## config.mk

```make
export PLATFORM = sky130hd
export DESIGN_NAME = gmsk_ctrl_flat
export DESIGN_NICKNAME = d
export VERILOG_FILES = /design/src/sv/geometry_matrix_stack_core_defines.svh /design/src/sv/gmsk_pkg.sv /design/src/sv/gmsk_if.sv /design/src/sv/gmsk_ctrl.sv /design/src/flat_wrapper.sv
export SDC_FILE = /design/constraint.sdc
export NUM_CORES = 1
export LEC_CHECK = 0
export BUFFER_PORTS_ARGS = -buffer_cell sky130_fd_sc_hd__buf_2
export CELL_PAD_IN_SITES_DETAIL_PLACEMENT = 1
export CELL_PAD_IN_SITES_GLOBAL_PLACEMENT = 1
export CORE_MARGIN = 8
export CORE_UTILIZATION = 36
export CTS_CLUSTER_SIZE = 12
export DETAILED_ROUTE_END_ITERATION = 6
export PLACE_DENSITY = 0.84
export SYNTH_ARGS = -nofsm -noshare
export SYNTH_HDL_FRONTEND = slang
export SYNTH_SLANG_ARGS = --single-unit
```

## constraint.sdc

```tcl
create_clock -name clock -period 8.55 [get_ports clock]
set_clock_uncertainty 0.15 [all_clocks]
set_input_delay 1.71 -clock clock [delete_from_list [all_inputs] [get_ports clock]]
set_output_delay 1.71 -clock clock [all_outputs]
set_load 0.1 [all_outputs]
```

## src/sv/geometry_matrix_stack_core_defines.svh

```systemverilog
// ---------------------------------------------------------------------------
// geometry matrix stack core defines
// assertion macros used by the matrix stack core
// ---------------------------------------------------------------------------
`ifndef GEOMETRY_MATRIX_STACK_CORE_DEFINES_SVH
`define GEOMETRY_MATRIX_STACK_CORE_DEFINES_SVH

`ifndef SYNTHESIS
// consequent must hold in the same cycle as the antecedent
`define GMSK_ASSERT_SAME(label, clk, rst, ante, cons) \
   label: assert property (@(posedge clk) disable iff (rst) (ante) |-> (cons)) \
      else $error("gmsk: same-cycle check failed");
// consequent must hold in the cycle after the antecedent
`define GMSK_ASSERT_NEXT(label, clk, rst, ante, cons) \
   label: assert property (@(posedge clk) disable iff (rst) (ante) |=> (cons)) \
      else $error("gmsk: next-cycle check failed");
`else
`define GMSK_ASSERT_SAME(label, clk, rst, ante, cons)
`define GMSK_ASSERT_NEXT(label, clk, rst, ante, cons)
`endif

`endif

```

## src/sv/gmsk_pkg.sv

```systemverilog
// ---------------------------------------------------------------------------
// gmsk_pkg
// shared types, codes and helpers of the matrix stack
// ---------------------------------------------------------------------------
package gmsk_pkg;

   localparam int WORD_W           = 4;
   localparam int WORDS_PER_MATRIX = 16;
   localparam int PTR_W            = 5;
   localparam int DATA_W           = 32;
   localparam int MODE_W           = 2;
   localparam int AMOUNT_W         = 6;
   localparam int PTR_CALC_W       = 8;
   localparam int CSR_INDEX_W      = 4;
   localparam int CSR_DATA_W       = 8;

   localparam logic [WORD_W-1:0] LAST_WORD   = 4'd15;
   localparam logic [DATA_W-1:0] ONE_BITS    = 32'h3F80_0000;
   localparam logic [MODE_W-1:0] MODE_RESET  = 2'd1;
   localparam logic [PTR_W-1:0]  LIMIT_RESET = 5'd31;

   // modes that pin the stack to slot zero
   localparam logic [MODE_W-1:0] MODE_SLOT0_LOW  = 2'd0;
   localparam logic [MODE_W-1:0] MODE_SLOT0_HIGH = 2'd3;

   localparam logic [CSR_INDEX_W-1:0] CSR_STACK_MODE  = 4'd0;
   localparam logic [CSR_INDEX_W-1:0] CSR_STACK_LIMIT = 4'd1;

   typedef enum logic [1:0] {
      OP_PUSH = 2'd0,
      OP_POP  = 2'd1,
      OP_LOAD = 2'd2,
      OP_READ = 2'd3
   } op_type;

   typedef enum logic [1:0] {
      ST_CLEAR = 2'd0,
      ST_IDLE  = 2'd1,
      ST_EMIT  = 2'd2
   } state_type;

   typedef struct packed {
      logic wr_en;
      logic rd_en;
   } mem_ctl_type;

   typedef struct packed {
      logic              valid;
      logic [WORD_W-1:0] index;
      logic              last;
      logic              error;
      logic [PTR_W-1:0]  pointer;
   } rsp_meta_type;

   // identity matrix: ones on the diagonal words 0, 5, 10, 15
   function automatic logic [DATA_W-1:0] identity_word(input logic [WORD_W-1:0] idx);
      return (idx[1:0] == idx[3:2]) ? ONE_BITS : '0;
   endfunction

   function automatic logic uses_slot0(input logic [MODE_W-1:0] mode);
      return (mode == MODE_SLOT0_LOW) || (mode == MODE_SLOT0_HIGH);
   endfunction

endpackage

```

## src/sv/gmsk_if.sv

```systemverilog
// ---------------------------------------------------------------------------
// gmsk channel interfaces
// command, result and register write channels of the matrix stack
// ---------------------------------------------------------------------------
interface gmsk_req_if;
   import gmsk_pkg::*;
   logic                       valid;
   logic                       ready;
   logic [1:0]                 op;
   logic [WORD_W-1:0]          word_index;
   logic [DATA_W-1:0]          word_value;
   logic signed [AMOUNT_W-1:0] pop_amount;
   logic [PTR_W-1:0]           slot_number;

   modport source (output valid, op, word_index, word_value, pop_amount, slot_number,
                   input ready);
   modport sink   (input valid, op, word_index, word_value, pop_amount, slot_number,
                   output ready);
endinterface


interface gmsk_csr_if;
   import gmsk_pkg::*;
   logic                   valid;
   logic                   ready;
   logic [CSR_INDEX_W-1:0] index;
   logic [CSR_DATA_W-1:0]  data;

   modport source (output valid, index, data, input ready);
   modport sink   (input valid, index, data, output ready);
endinterface

```

## src/sv/gmsk_ctrl.sv

```systemverilog
// ---------------------------------------------------------------------------
// gmsk_ctrl
// command sequencer: clearing pass, pointer and error state, word run reads
// ---------------------------------------------------------------------------
module gmsk_ctrl #(
   parameter int SLOT_COUNT = 32
) (
   input  logic                                         clock,
   input  logic                                         reset,
   gmsk_req_if.sink                                     req_ch,
   gmsk_csr_if.sink                                     csr_ch,
   input  logic                                         rsp_ready,
   output gmsk_pkg::mem_ctl_type                        mem_ctl,
   output logic [$clog2(SLOT_COUNT)+gmsk_pkg::WORD_W-1:0] wr_addr,
   output logic [$clog2(SLOT_COUNT)+gmsk_pkg::WORD_W-1:0] rd_addr,
   output logic [gmsk_pkg::DATA_W-1:0]                  wr_data,
   output gmsk_pkg::rsp_meta_type                       rsp_meta
);
   import gmsk_pkg::*;

   localparam int SLOT_W     = $clog2(SLOT_COUNT);
   localparam int ADDR_W     = SLOT_W + WORD_W;
   localparam int DEPTH      = SLOT_COUNT * WORDS_PER_MATRIX;
   localparam int SLOT_CODES = 2 ** PTR_W;

   state_type    state_ff, state_in;
   logic [ADDR_W-1:0] clr_cnt_ff, clr_cnt_in;
   logic [PTR_W-1:0]  ptr_ff, ptr_in;
   logic              err_ff, err_in;
   logic [MODE_W-1:0] mode_ff, mode_in;
   logic [PTR_W-1:0]  limit_ff, limit_in;
   logic [SLOT_W-1:0] emit_slot_ff, emit_slot_in;
   logic [WORD_W-1:0] emit_cnt_ff, emit_cnt_in;
   rsp_meta_type      meta_ff, meta_in;

   logic [SLOT_W-1:0] slot_map [SLOT_CODES];

   op_type                       op;
   logic                         accept;
   logic                         advance;
   logic                         clr_done;
   logic                         emit_done;
   logic signed [PTR_CALC_W-1:0] amount_ext;
   logic signed [PTR_CALC_W-1:0] delta;
   logic signed [PTR_CALC_W-1:0] moved;
   logic                         move_err;
   logic                         move_en;
   logic [PTR_W-1:0]             new_ptr;
   logic [SLOT_W-1:0]            push_slot;
   logic [SLOT_W-1:0]            pop_slot;

   // slot code to store slot, wraps codes beyond the store
   for (genvar gi = 0; gi < SLOT_CODES; gi++) begin : g_slot_map
      assign slot_map[gi] = SLOT_W'(gi % SLOT_COUNT);
   end

   // handshakes
   assign req_ch.ready = (state_ff == ST_IDLE);
   assign csr_ch.ready = 1'b1;
   assign accept       = req_ch.valid && req_ch.ready;
   assign op           = op_type'(req_ch.op);
   assign advance      = !meta_ff.valid || rsp_ready;
   assign clr_done     = (clr_cnt_ff == ADDR_W'(DEPTH - 1));
   assign emit_done    = (emit_cnt_ff == LAST_WORD);

   // pointer move: +1 on a finished push, minus the amount on a pop
   assign amount_ext = PTR_CALC_W'(req_ch.pop_amount);
   assign delta      = (op == OP_POP) ? -amount_ext : PTR_CALC_W'(1);
   assign moved      = signed'(PTR_CALC_W'(ptr_ff)) + delta;
   assign move_err   = (moved < 0) || (moved > signed'(PTR_CALC_W'(limit_ff)));
   assign new_ptr    = moved[PTR_W-1:0] & limit_ff;
   assign move_en    = accept && ((op == OP_POP) ||
                       ((op == OP_PUSH) && (req_ch.word_index == LAST_WORD)));

   assign push_slot = uses_slot0(mode_ff) ? '0 : slot_map[ptr_ff];
   assign pop_slot  = uses_slot0(mode_ff) ? '0 : slot_map[new_ptr];

   // next state
   always_comb begin
      state_in = state_ff;
      unique case (state_ff)
         ST_CLEAR: begin
            if (clr_done) state_in = ST_IDLE;
         end
         ST_IDLE: begin
            if (accept && ((op == OP_POP) || (op == OP_READ))) state_in = ST_EMIT;
         end
         ST_EMIT: begin
            if (advance && emit_done) state_in = ST_IDLE;
         end
         default: begin
            state_in = ST_CLEAR;
         end
      endcase
   end

   // memory port controls
   always_comb begin
      mem_ctl = '0;
      wr_addr = clr_cnt_ff;
      wr_data = identity_word(clr_cnt_ff[WORD_W-1:0]);
      rd_addr = {emit_slot_ff, emit_cnt_ff};
      unique case (state_ff)
         ST_CLEAR: begin
            mem_ctl.wr_en = 1'b1;
         end
         ST_IDLE: begin
            if (accept) begin
               unique case (op)
                  OP_PUSH: begin
                     mem_ctl.wr_en = 1'b1;
                     wr_addr       = {push_slot, req_ch.word_index};
                     wr_data       = req_ch.word_value;
                  end
                  OP_LOAD: begin
                     mem_ctl.wr_en = 1'b1;
                     wr_addr       = {slot_map[req_ch.slot_number], req_ch.word_index};
                     wr_data       = req_ch.word_value;
                  end
                  OP_POP, OP_READ: begin
                     mem_ctl.wr_en = 1'b0;
                  end
               endcase
            end
         end
         ST_EMIT: begin
            mem_ctl.rd_en = advance;
         end
         default: begin
            mem_ctl = '0;
         end
      endcase
   end

   // register next values
   always_comb begin
      clr_cnt_in   = clr_cnt_ff;
      ptr_in       = ptr_ff;
      err_in       = err_ff;
      mode_in      = mode_ff;
      limit_in     = limit_ff;
      emit_slot_in = emit_slot_ff;
      emit_cnt_in  = emit_cnt_ff;
      meta_in      = meta_ff;

      if (state_ff == ST_CLEAR) clr_cnt_in = ADDR_W'(clr_cnt_ff + 1'b1);

      if (move_en) begin
         ptr_in = new_ptr;
         err_in = err_ff | move_err;
      end

      if (accept) begin
         emit_slot_in = (op == OP_POP) ? pop_slot : slot_map[req_ch.slot_number];
         emit_cnt_in  = '0;
      end

      // result register: load on each issued read, drain on transfer
      if ((state_ff == ST_EMIT) && advance) begin
         emit_cnt_in     = WORD_W'(emit_cnt_ff + 1'b1);
         meta_in.valid   = 1'b1;
         meta_in.index   = emit_cnt_ff;
         meta_in.last    = emit_done;
         meta_in.error   = err_ff;
         meta_in.pointer = ptr_ff;
      end else if (rsp_ready) begin
         meta_in.valid = 1'b0;
      end

      // register writes, other indexes are ignored
      if (csr_ch.valid) begin
         unique case (csr_ch.index)
            CSR_STACK_MODE: begin
               mode_in = csr_ch.data[MODE_W-1:0];
            end
            CSR_STACK_LIMIT: begin
               limit_in = csr_ch.data[PTR_W-1:0];
            end
            default: begin
               mode_in = mode_ff;
            end
         endcase
      end
   end

   // control registers
   always_ff @(posedge clock) begin
      if (reset) begin
         state_ff      <= ST_CLEAR;
         clr_cnt_ff    <= '0;
         ptr_ff        <= '0;
         err_ff        <= 1'b0;
         mode_ff       <= MODE_RESET;
         limit_ff      <= LIMIT_RESET;
         meta_ff.valid <= 1'b0;
      end else begin
         state_ff      <= state_in;
         clr_cnt_ff    <= clr_cnt_in;
         ptr_ff        <= ptr_in;
         err_ff        <= err_in;
         mode_ff       <= mode_in;
         limit_ff      <= limit_in;
         meta_ff.valid <= meta_in.valid;
      end
   end

   // payload registers
   always_ff @(posedge clock) begin
      emit_slot_ff    <= emit_slot_in;
      emit_cnt_ff     <= emit_cnt_in;
      meta_ff.index   <= meta_in.index;
      meta_ff.last    <= meta_in.last;
      meta_ff.error   <= meta_in.error;
      meta_ff.pointer <= meta_in.pointer;
   end

   assign rsp_meta = meta_ff;

endmodule

```

## src/flat_wrapper.sv

```systemverilog
// flat-port wrapper written by rule: the top's interface ports become plain ports
module gmsk_ctrl_flat import gmsk_pkg::*;
#(
   parameter int SLOT_COUNT = 32
)
  (clock, reset, rsp_ready, mem_ctl, wr_addr, rd_addr, wr_data, rsp_meta, req_ch_valid, req_ch_op, req_ch_word_index, req_ch_word_value, req_ch_pop_amount, req_ch_slot_number, req_ch_ready, csr_ch_valid, csr_ch_index, csr_ch_data, csr_ch_ready);
  gmsk_req_if req_ch_i ();
  gmsk_csr_if csr_ch_i ();
  input  logic clock;
  input  logic reset;
  input  logic rsp_ready;
  output gmsk_pkg::mem_ctl_type mem_ctl;
  output logic [$clog2(SLOT_COUNT)+gmsk_pkg::WORD_W-1:0] wr_addr;
  output logic [$clog2(SLOT_COUNT)+gmsk_pkg::WORD_W-1:0] rd_addr;
  output logic [gmsk_pkg::DATA_W-1:0] wr_data;
  output gmsk_pkg::rsp_meta_type rsp_meta;
  input wire logic [$bits(req_ch_i.valid)-1:0] req_ch_valid;
  input wire logic [$bits(req_ch_i.op)-1:0] req_ch_op;
  input wire logic [$bits(req_ch_i.word_index)-1:0] req_ch_word_index;
  input wire logic [$bits(req_ch_i.word_value)-1:0] req_ch_word_value;
  input wire logic [$bits(req_ch_i.pop_amount)-1:0] req_ch_pop_amount;
  input wire logic [$bits(req_ch_i.slot_number)-1:0] req_ch_slot_number;
  output wire logic [$bits(req_ch_i.ready)-1:0] req_ch_ready;
  input wire logic [$bits(csr_ch_i.valid)-1:0] csr_ch_valid;
  input wire logic [$bits(csr_ch_i.index)-1:0] csr_ch_index;
  input wire logic [$bits(csr_ch_i.data)-1:0] csr_ch_data;
  output wire logic [$bits(csr_ch_i.ready)-1:0] csr_ch_ready;
  assign req_ch_i.valid = req_ch_valid;
  assign req_ch_i.op = req_ch_op;
  assign req_ch_i.word_index = req_ch_word_index;
  assign req_ch_i.word_value = req_ch_word_value;
  assign req_ch_i.pop_amount = req_ch_pop_amount;
  assign req_ch_i.slot_number = req_ch_slot_number;
  assign req_ch_ready = req_ch_i.ready;
  assign csr_ch_i.valid = csr_ch_valid;
  assign csr_ch_i.index = csr_ch_index;
  assign csr_ch_i.data = csr_ch_data;
  assign csr_ch_ready = csr_ch_i.ready;
  gmsk_ctrl #(.SLOT_COUNT(SLOT_COUNT)) u_core (.clock(clock), .reset(reset), .req_ch(req_ch_i), .csr_ch(csr_ch_i), .rsp_ready(rsp_ready), .mem_ctl(mem_ctl), .wr_addr(wr_addr), .rd_addr(rd_addr), .wr_data(wr_data), .rsp_meta(rsp_meta));
endmodule
```

Word-level counts from Yosys, hierarchy flattened
Memories as Yosys holds them, arrays and structs flattened.
Index checks and enable logic that the tools add are counted.
W data, S select, Z words.
{ "totals": {"register_bits": 45, "romBits": 480, "in_bits": 66, "out_inout_bits": 66, "word_cells": 96, "mem_count": 3} }
{ "mem_list": {"columns": ["name", "words", "word_bits", "rd", "rd_ports_with_merged_regs", "wr", "line_no", "source"], "rows": [
  ["(name not given)", 32, 5, 1, 0, 0, "gmsk_ctrl.sv:76", "assign pop_slot = uses_slot0(mode_ff) ? '0 : slot_map[new_ptr];"],
  ["(name not given)", 32, 5, 1, 0, 0, "gmsk_ctrl.sv:75", "assign push_slot = uses_slot0(mode_ff) ? '0 : slot_map[ptr_ff];"],
  ["(name not given)", 32, 5, 1, 0, 0, "gmsk_ctrl.sv:117", "wr_addr = {slot_map[req_ch.slot_number], req_ch.word_index};"]
]} }
{ "op_classes": {"n_addsub": 4, "n_lt_le_gt_ge": 5, "eq_ne": 14, "muxes": 29, "bitwise_logic": 5, "n_reduce_logical": 23} }
{ "ops": {"columns": ["cell", "n"], "rows": [
  ["$mux W32", 3],
  ["$mux W5", 9],
  ["$mux W30", 1],
  ["$ge A6 B6 Y1 const B", 3],
  ["$mux W9", 2],
  ["$not A5 Y6", 3],
  ["$pmux W9 S2", 1],
  ["$add A9 B1 Y9 const B", 1],
  ["$eq A9 B9 Y1 const B", 1],
  ["$add A6 B8 Y8", 1],
  ["$eq A2 B2 Y1 const B", 4],
  ["$eq A4 B4 Y1 const B", 2],
  ["$gt A8 B6 Y1", 1],
  ["$lt A8 B1 Y1 const B", 1],
  ["$mux W4", 2],
  ["$mux W8", 1],
  ["$neg A6 Y8", 1],
  ["$logic_and A1 B1 Y1", 6],
  ["$logic_not A2 Y1", 3],
  ["$mux W2", 3],
  ["$pmux W2 S3", 1],
  ["$and A5 B5 Y5", 1],
  ["$logic_or A1 B1 Y1", 5],
  ["$add A4 B1 Y4 const B", 1],
  ["14 further kinds", 23]
]} }

Logic depth before layout (Yosys ltp)
Gate-level depths: netlist of run 1.
{ "logic_depth": {"ltp_word": 10, "mapped_depth": 15, "ltp_nobuf": 14} }

Worst setup path after synthesis of run 1
No wires, ideal clock.
{ "synth_path": {"path_kind": "input to output", "startpoint": "in req_ch_valid", "endpoint": "out wr_addr[4] (netlist bit)", "t_arrival_ns": 3.796, "t_required_ns": 6.690, "slack_ns": 2.894, "path_stages": 6, "path_cell_list": "nand2_2 -> nor2_1 -> buf_2 -> buf_4 -> nor2_1 -> a21oi_1"} }
{ "synth_between": {"elab_chain_cells": 3} }
{ "synth_rtl": {"columns": ["item", "line_no", "source"], "rows": [
  ["start: declaration", "flat_wrapper.sv:17", "input wire logic [$bits(req_ch_i.valid)-1:0] req_ch_valid;"],
  ["$logic_and A1 B1 Y1", "gmsk_ctrl.sv:60", "assign accept = req_ch.valid && req_ch.ready;"],
  ["$mux W9", "gmsk_ctrl.sv:108", "if (accept) begin"],
  ["$mux W9", "gmsk_ctrl.sv:103", "unique case (state_ff)"],
  ["end: declaration", "flat_wrapper.sv:13", "output logic [$clog2(SLOT_COUNT)+gmsk_pkg::WORD_W-1:0] wr_addr;"]
]} }
No other way between the ends.

Worst setup path in the final report of run 1
{ "layout_path": {"startpoint": "in req_ch_valid", "endpoint": "out wr_data[28] (netlist bit)"} }
{ "layout_between": {"elab_chain_cells": 3} }
{ "layout_rtl": {"columns": ["item", "line_no", "source"], "rows": [
  ["$logic_and A1 B1 Y1", "gmsk_ctrl.sv:60", null],
  ["$mux W32", "gmsk_ctrl.sv:108", null],
  ["$mux W32", "gmsk_ctrl.sv:103", null],
  ["end: declaration", "flat_wrapper.sv:15", "output logic [gmsk_pkg::DATA_W-1:0] wr_data;"]
]} }
No other way between the ends.

==> run metrics, run 1 <==
Final Max Slew Viols 0; HP Class flop to flop; post-route ant nets 0; Synth Cell Area 0.00277 mm2; Syn Nets 402; ys async rst share 0%; Layout Nets 522; share of cells above drive strength 1 33.4%; ant diodes 0; final setup fails 0; DRC viols 0; Final Cycle Share 60.7%; P_leak 1.81 nW; CP peak stage delay 520 ps; reg-to-reg startpoint u_core.ptr_ff[0]$_SDFFE_PP0P_; clock sinks 45; outcome complete, no violations; setup TNS 0 ps; synth warn 0; most frequent cells in the layout buf_2 (127), nand2_1 (43), nor2_1 (32); worst endpoint data arrival time 3330 ps; Netlist cell types 45; die height 104 um; CP Data Required Time 6690 ps; GRT Residual Overflow 0; PortBufs 127; clk slew on worst S/H paths 80 ps; Synth Flop Type dfxtp_1; Worst Setup End Kind output pin; die area 0.0108 mm2; number of global-route vias before repair 2908; FP Rows 32; RSZ-0062 raised after global routing no; PostCTS Resize Cnt 0; antenna violations before repair 0; CP cell instances buf_2 > nand2_2 > nor2_2 > buf_4 > or3_1 > nand2_1 > buf_2; initial drt markers 127; router iterations before antenna repair 4; most frequent CP cell buf_2; Layout fillers 976; Power, Total 0.502 mW; GRT Total Usage 15.8%; startpoint types input port; R2R Setup Slk 5730 ps; TritonCTS clock tree done; DR vias 2633; vias per inst 4.88; Least-Margin Pin Slew 680 ps; Initial Util 36.4%; Core Util, Final 47.1%; hold_sp u_core.err_ff$_SDFFE_PP0P_; H-tree depth 2; Fin. Hold Viols 0; Root Driver clkbuf_8; PD cells 140 mW/mm2; hold path depth 0; fin cells 539; maxcap violations 0; Reg2Reg Depth 11; die width 104 um; DP HPWL 7220 um; kind of critical path input port to output pin; number of cells after detailed placement 531; crit path buf inv count 3; Worst-Skew Late Latency 300 ps; EDFF count, synth 20; Layout area overhead 29.2%; WHS Endpoint u_core.rsp_meta[5]$_DFFE_PP_; slew margin rel. 54.6%; num ports 132; maximum clock path buffer count 2; Yosys reg bits 45; achievable frequency 193 MHz; syn avg cell area 8.77 um2; RD Place Congestion 0.760; minimum clock period 5190 ps; first-pass GRT wire length 14200 um; Core Box Area 0.00761 mm2; largest net degree at the start of global routing 48; Critical R2R Capture u_core.err_ff$_SDFFE_PP0P_; Mapped Cells 316; Worst IR Drop VDD 0.0877 mV; sequential cell area fraction in the yosys report 39.7%; cts hold-fix bufs 0; Avg WL per Cell 16.2 um; commonest non-fill, non-tap cell in the layout buf_2; Crit path max-delay family simple AND/OR/NAND/NOR gates; Final Routed Wirelength 8730 um; WHS 336 ps; Post-CTS Setup Inserts 0; number of CTS-inserted buffers 5; crit-path max FO 47; slowest cell on the critical path or3_1
worst reg2reg max path, delay by kind of cell, from the launching register on:
family,cells,cell delay [ps]
flip-flops,1,420
adder cells (fa/ha/maj),3,970
AND/OR/NAND/NOR,2,330
buffers and inverters,1,70
AO/OA/AOI/OAI,5,810
registers in the layout, summed over array words and instances (netlist names):
register,cells
u_core.rsp_meta,12
u_core.clr_cnt_ff,9
u_core.emit_slot_ff,5
u_core.limit_ff,5
u_core.ptr_ff,5
u_core.emit_cnt_ff,4
u_core.mode_ff,2
u_core.state_ff,2
u_core.err_ff,1
cells by family (layout without fill, tap and decap cells):
group / after synthesis / after routing / share of synthesized area [%]
simple gates: 153 / 153 / 28.1
mux: 10 / 10 / 3.79
fa+ha+maj: 20 / 20 / 9.30
buf+inv: 28 / 149 / 4.51
other cells: 1 / 1 / 0.135
xor+xnor: 15 / 15 / 4.74
flops: 45 / 45 / 39.7
compound gates: 44 / 44 / 9.75
worst max-delay path by stage:
stage                      start          end  cells past startpoint
finish              req_ch_valid  wr_data[28]                      7
CTS                 req_ch_valid  wr_data[28]                      7
global placement    req_ch_valid  wr_data[26]                      7
floorplan           req_ch_valid   wr_addr[4]                      6
detailed placement  req_ch_valid  wr_data[28]                      7
global route        req_ch_valid  wr_data[28]                      7
layout make-up:
type	count	area [um2]	share of cell area [%]
clock buffers	6	72.6	2.03
well taps	102	128	3.56
multi-input cells	243	1550	43.3
clock inverters	2	38.8	1.08
repair buffers	128	643	18.0
inverters	13	48.8	1.36
flip-flops and latches	45	1100	30.7
per-layer routing:
metal,global-route usage (%),part of all wire [%]
met1,16.9,40
met2,30.1,54
met3,4.65,5.6
met4,3.10,0.78
met5,0,0
metrics by stage:
stage,area [um2],setup WS [ps]
2_1_floorplan,2770,2890
3_3_place_gp,3470,3420
3_5_place_dp,3470,3350
4_1_cts,3580,3350
5_1_grt,3580,3270
6_report,3580,3360
report_power, final:
part,leakage (nW),internal [mW],switching (mW)
logic,1.35,0.0275,0.0871
registers,0.405,0.225,0.00259
clock network,0.0554,0.0878,0.0723
total,1.81,0.340,0.162
synthesized netlist by cell type (5+ instances only):
master	number	area share, %
nor2b_1	5	1.1
clkbuf_1	7	0.95
nand3b_1	5	1.4
a21oi_1	20	3.6
edfxtp_1	20	22
xor2_1	10	3.2
inv_1	13	1.8
dfxtp_1	25	18
ha_1	19	8.6
nand3_1	13	2.3
nor2_1	33	4.5
nand2_1	43	5.8
mux2i_1	6	2.2
nand2b_1	5	1.1
o21ai_0	9	1.6
xnor2_1	5	1.6
a22oi_1	5	1.4
and2_1	25	5.6
No activity file was read; power rests on OpenSTA's default activity.
==> run 2, diff against run 1 <==
--- a/config.mk
+++ b/config.mk
@@ -5,14 +5,15 @@
 export SDC_FILE = /design/constraint.sdc
 export NUM_CORES = 1
 export LEC_CHECK = 0
+export ABC_AREA = 1
 export BUFFER_PORTS_ARGS = -buffer_cell sky130_fd_sc_hd__buf_2
 export CELL_PAD_IN_SITES_DETAIL_PLACEMENT = 1
 export CELL_PAD_IN_SITES_GLOBAL_PLACEMENT = 1
 export CORE_MARGIN = 8
-export CORE_UTILIZATION = 36
+export CORE_UTILIZATION = 29
 export CTS_CLUSTER_SIZE = 12
 export DETAILED_ROUTE_END_ITERATION = 6
-export PLACE_DENSITY = 0.84
+export PLACE_DENSITY = 0.74
 export SYNTH_ARGS = -nofsm -noshare
 export SYNTH_HDL_FRONTEND = slang
 export SYNTH_SLANG_ARGS = --single-unit
==> constraint.sdc (replaced) <==
create_clock -name clock -period 4.3 [get_ports clock]
set_clock_uncertainty 0.15 [all_clocks]
set_input_delay 0.86 -clock clock [delete_from_list [all_inputs] [get_ports clock]]
set_output_delay 0.86 -clock clock [all_outputs]
set_load 0.1 [all_outputs]
==> run 2 against run 1 <==
Against the previous run: sequential power rose by 99%; die area rose by 23%; worst hold slack got worse by 46 ps; flip-flop and latch count did not move; first-iteration DRC count fell by 50%; total power rose by 93%; count of clock-buffer cells in the layout fell by 1; combinational power rose by 110%; worst setup slack got worse by 2600 ps; global-route usage fell by 1.4 points; non-clock buffer count did not move; largest cell class unchanged.
==> run metrics, run 2 <==
maximum clock path buffer count 2 (unchanged); Final Max Slew Viols 0 (unchanged); router iterations before antenna repair 4 (unchanged); Power, Total 0.971 mW (was 0.502 mW); number of CTS-inserted buffers 5 (unchanged); Initial Util 29.5% (was 36.4%); Synth Cell Area 0.00284 mm2 (was 0.00277 mm2); slowest cell on the critical path ha_1 (was or3_1); PD cells 264 mW/mm2 (was 140 mW/mm2); hold_sp u_core.err_ff$_SDFFE_PP0P_ (unchanged); Final Routed Wirelength 9460 um (was 8730 um); post-placement cell area 0.00359 mm2 (was 0.00347 mm2); ys async rst share 0% (unchanged); Layout area overhead 29.5% (was 29.2%); cell area after layout 0.00368 mm2 (was 0.00358 mm2); dpl ws 467 ps (was 3350 ps); CP peak stage delay 320 ps (was 520 ps); achievable frequency 285 MHz; clk slew on worst S/H paths 90 ps (was 80 ps); number of global-route vias before repair 3100 (was 2908); fin cells 647 (was 539); crit-path max FO 5 (was 47); Critical R2R Capture u_core.err_ff$_SDFFE_PP0P_ (unchanged); Commonest cells post-synth inv_1 (76), nand2_1 (67), nor2_1 (62) (was nand2_1 (43), nor2_1 (33), and2_1 (25), dfxtp_1 (25)); ant diodes 0 (unchanged); Netlist cell types 34 (was 45); DR vias 2868 (was 2633); antenna violations before repair 0 (unchanged); H-tree depth 2 (unchanged); CP cell instances buf_2 > inv_1 > ha_1 > nand2_1 > inv_1 > nor3_1 > ha_1 > a21o_1 > a31oi_1 > xor2_1 > inv_1 > ha_1 > a21oi_1 > o21ai_0 > a21o_1 > o21ai_0 > nand2_1 > nand2_1 > a21oi_1 (was buf_2 > nand2_2 > nor2_2 > buf_4 > or3_1 > nand2_1 > buf_2); FP Rows 36 (was 32); Avg WL per Cell 14.6 um (was 16.2 um); kind of critical path input port to flop (was input port to output pin); HP Class flop to flop (unchanged); Yosys reg bits 45 (unchanged); initial drt markers 64 (was 127); share of the synthesized area in the top cell type 21.1% (was 21.7%); most frequent cells in the layout buf_2 (127), inv_1 (76), nand2_1 (67) (was buf_2 (127), nand2_1 (43), nor2_1 (32)); final setup fails 0 (unchanged); P_leak 2.02 nW (was 1.81 nW); Worst IR Drop VDD 0.123 mV (was 0.0877 mV); switching power 0.351 mW (was 0.162 mW); Final Worst Setup Slack 788 ps (was 3360 ps); CP Data Required Time 4330 ps (was 6690 ps); PostCTS Resize Cnt 0 (unchanged); RD Place Congestion 0.854 (was 0.760); max reg flops 12 (unchanged); WHS Endpoint u_core.rsp_meta[5]$_DFFE_PP_ (unchanged); GRT Residual Overflow 0 (unchanged); Core Util, Final 38.2% (was 47.1%); Mapped Cells 386 (was 316); slew margin rel. 51.1% (was 54.6%); Reg2Reg Depth 13 (was 11); Flop pwr share 46.5% (was 45.3%); Worst-Skew Late Latency 300 ps (about the same); post-synth top area cell edfxtp_1 (unchanged); die width 115 um (was 104 um); worst endpoint data arrival time 3540 ps (was 3330 ps); synth warn 0 (unchanged); setup TNS 0 ps (unchanged); post-route ant nets 0 (unchanged); top cells by area, synth edfxtp_1 (21%), dfxtp_1 (18%), inv_1 (10%), nand2_1 (8.8%), ha_1 (8.4%) (was edfxtp_1 (22%), dfxtp_1 (18%), ha_1 (8.6%), nand2_1 (5.8%), and2_1 (5.6%)); die area 0.0132 mm2 (was 0.0108 mm2); Final Cycle Share 81.7%; maxcap violations 0 (unchanged); EDFF count, synth 20 (unchanged); vias per inst 4.43 (was 4.88); share of cells above drive strength 1 28.0% (was 33.4%); sequential cell area fraction in the yosys report 38.7% (was 39.7%); power share of the combinational group 24.5% (was 22.8%); cts hold-fix bufs 0 (unchanged); largest net degree at the start of global routing 30 (was 48); startpoint types input port (unchanged); number of cells after detailed placement 639 (was 531); Sw Ratio 36.1% (was 32.3%); Fin. Hold Viols 0 (unchanged); outcome complete, no violations (unchanged); R2R Setup Slk 1610 ps (was 5730 ps); num ports 132 (unchanged); minimum clock period 3510 ps; hold path depth 0 (unchanged); Post-CTS Setup Inserts 0 (unchanged); DP HPWL 8080 um (was 7220 um); Root Driver clkbuf_8 (unchanged); Layout Nets 599 (was 522); die height 115 um (was 104 um); RSZ-0062 raised after global routing no (unchanged); commonest non-fill, non-tap cell in the layout buf_2 (unchanged); Pint 0.620 mW (was 0.340 mW); syn avg cell area 7.37 um2 (was 8.77 um2); Core Box Area 0.00964 mm2 (was 0.00761 mm2); Worst Setup End Kind flop (was output pin); DRC viols 0 (unchanged); GRT Total Usage 14.4% (was 15.8%); Least-Margin Pin Slew 730 ps (was 680 ps); TritonCTS clock tree done (unchanged); Synth Flop Type dfxtp_1 (unchanged); WHS 290 ps (was 336 ps); reg-to-reg startpoint u_core.ptr_ff[2]$_SDFFE_PP0P_ (was u_core.ptr_ff[0]$_SDFFE_PP0P_); top-count cell post-synth inv_1 (was nand2_1); PortBufs 127 (unchanged); first-pass GRT wire length 15300 um (was 14200 um); Syn Nets 472 (was 402); clock sinks 45 (unchanged); clock share of power 29.0% (was 31.9%)
==> run 2: critical path: cells and delay by family <==
family,cells,cell delay [ps]
xor+xnor,1,170
simple gates,4,460
buf+inv,4,300
compound gates,7,910
fa+ha+maj,3,840
==> run 2: how the worst max path moves through the flow <==
stage | cells after the start | endpoint | from
after global placement | 19 | u_core.err_ff$_SDFFE_PP0P_ | req_ch_pop_amount[0]
final | 19 | u_core.err_ff$_SDFFE_PP0P_ | req_ch_pop_amount[0]
after global routing | 19 | u_core.err_ff$_SDFFE_PP0P_ | req_ch_pop_amount[0]
after detailed placement | 19 | u_core.err_ff$_SDFFE_PP0P_ | req_ch_pop_amount[0]
after CTS | 7 | wr_data[28] | req_ch_valid
after floorplan | 3 | wr_addr[0] | req_ch_op[0]
==> run 2: area by class of cell <==
cell class,count,area [um2]
multi-input cells,255,1390
fillers,1272,5960
repair buffers,128,643
flip-flops and latches,45,1100
well taps,133,166
clock buffers,5,68.8
clock inverters,3,25.0
inverters,78,293
==> run 2: cell families after synthesis <==
kind of cell,after synthesis,share of synthesized area (%)
and+or+nand+nor,162,24.8
AOI/OAI and AO/OA,65,12.5
other,1,0.132
xor gates and xnor gates,7,2.16
buffers and inverters,86,12.6
DFF,45,38.7
adders and majority gates,20,9.06
==> run 2: power by group through the flow <==
| stage | sequential [mW] | combinational, mW | clock [mW] |
|---|---|---|---|
| CTS | 0.452 | 0.240 | 0.287 |
| global route | 0.452 | 0.254 | 0.302 |
| global placement | 0.461 | 0.234 | 0 |
| detailed placement | 0.462 | 0.239 | 0 |
| finish | 0.451 | 0.238 | 0.282 |
| floorplan | 0.461 | 0.175 | 0 |
==> run 2: metal layers <==
| metal | wire [um] | track usage, % | vias to the layer above |
|---|---|---|---|
| met5 | 0 | 0 | - |
| li1 | - | - | 1476 |
| met4 | 72 | 2.36 | 0 |
| met2 | 4780 | 26.5 | 55 |
| met1 | 4120 | 16.7 | 1328 |
| met3 | 487 | 3.57 | 9 |
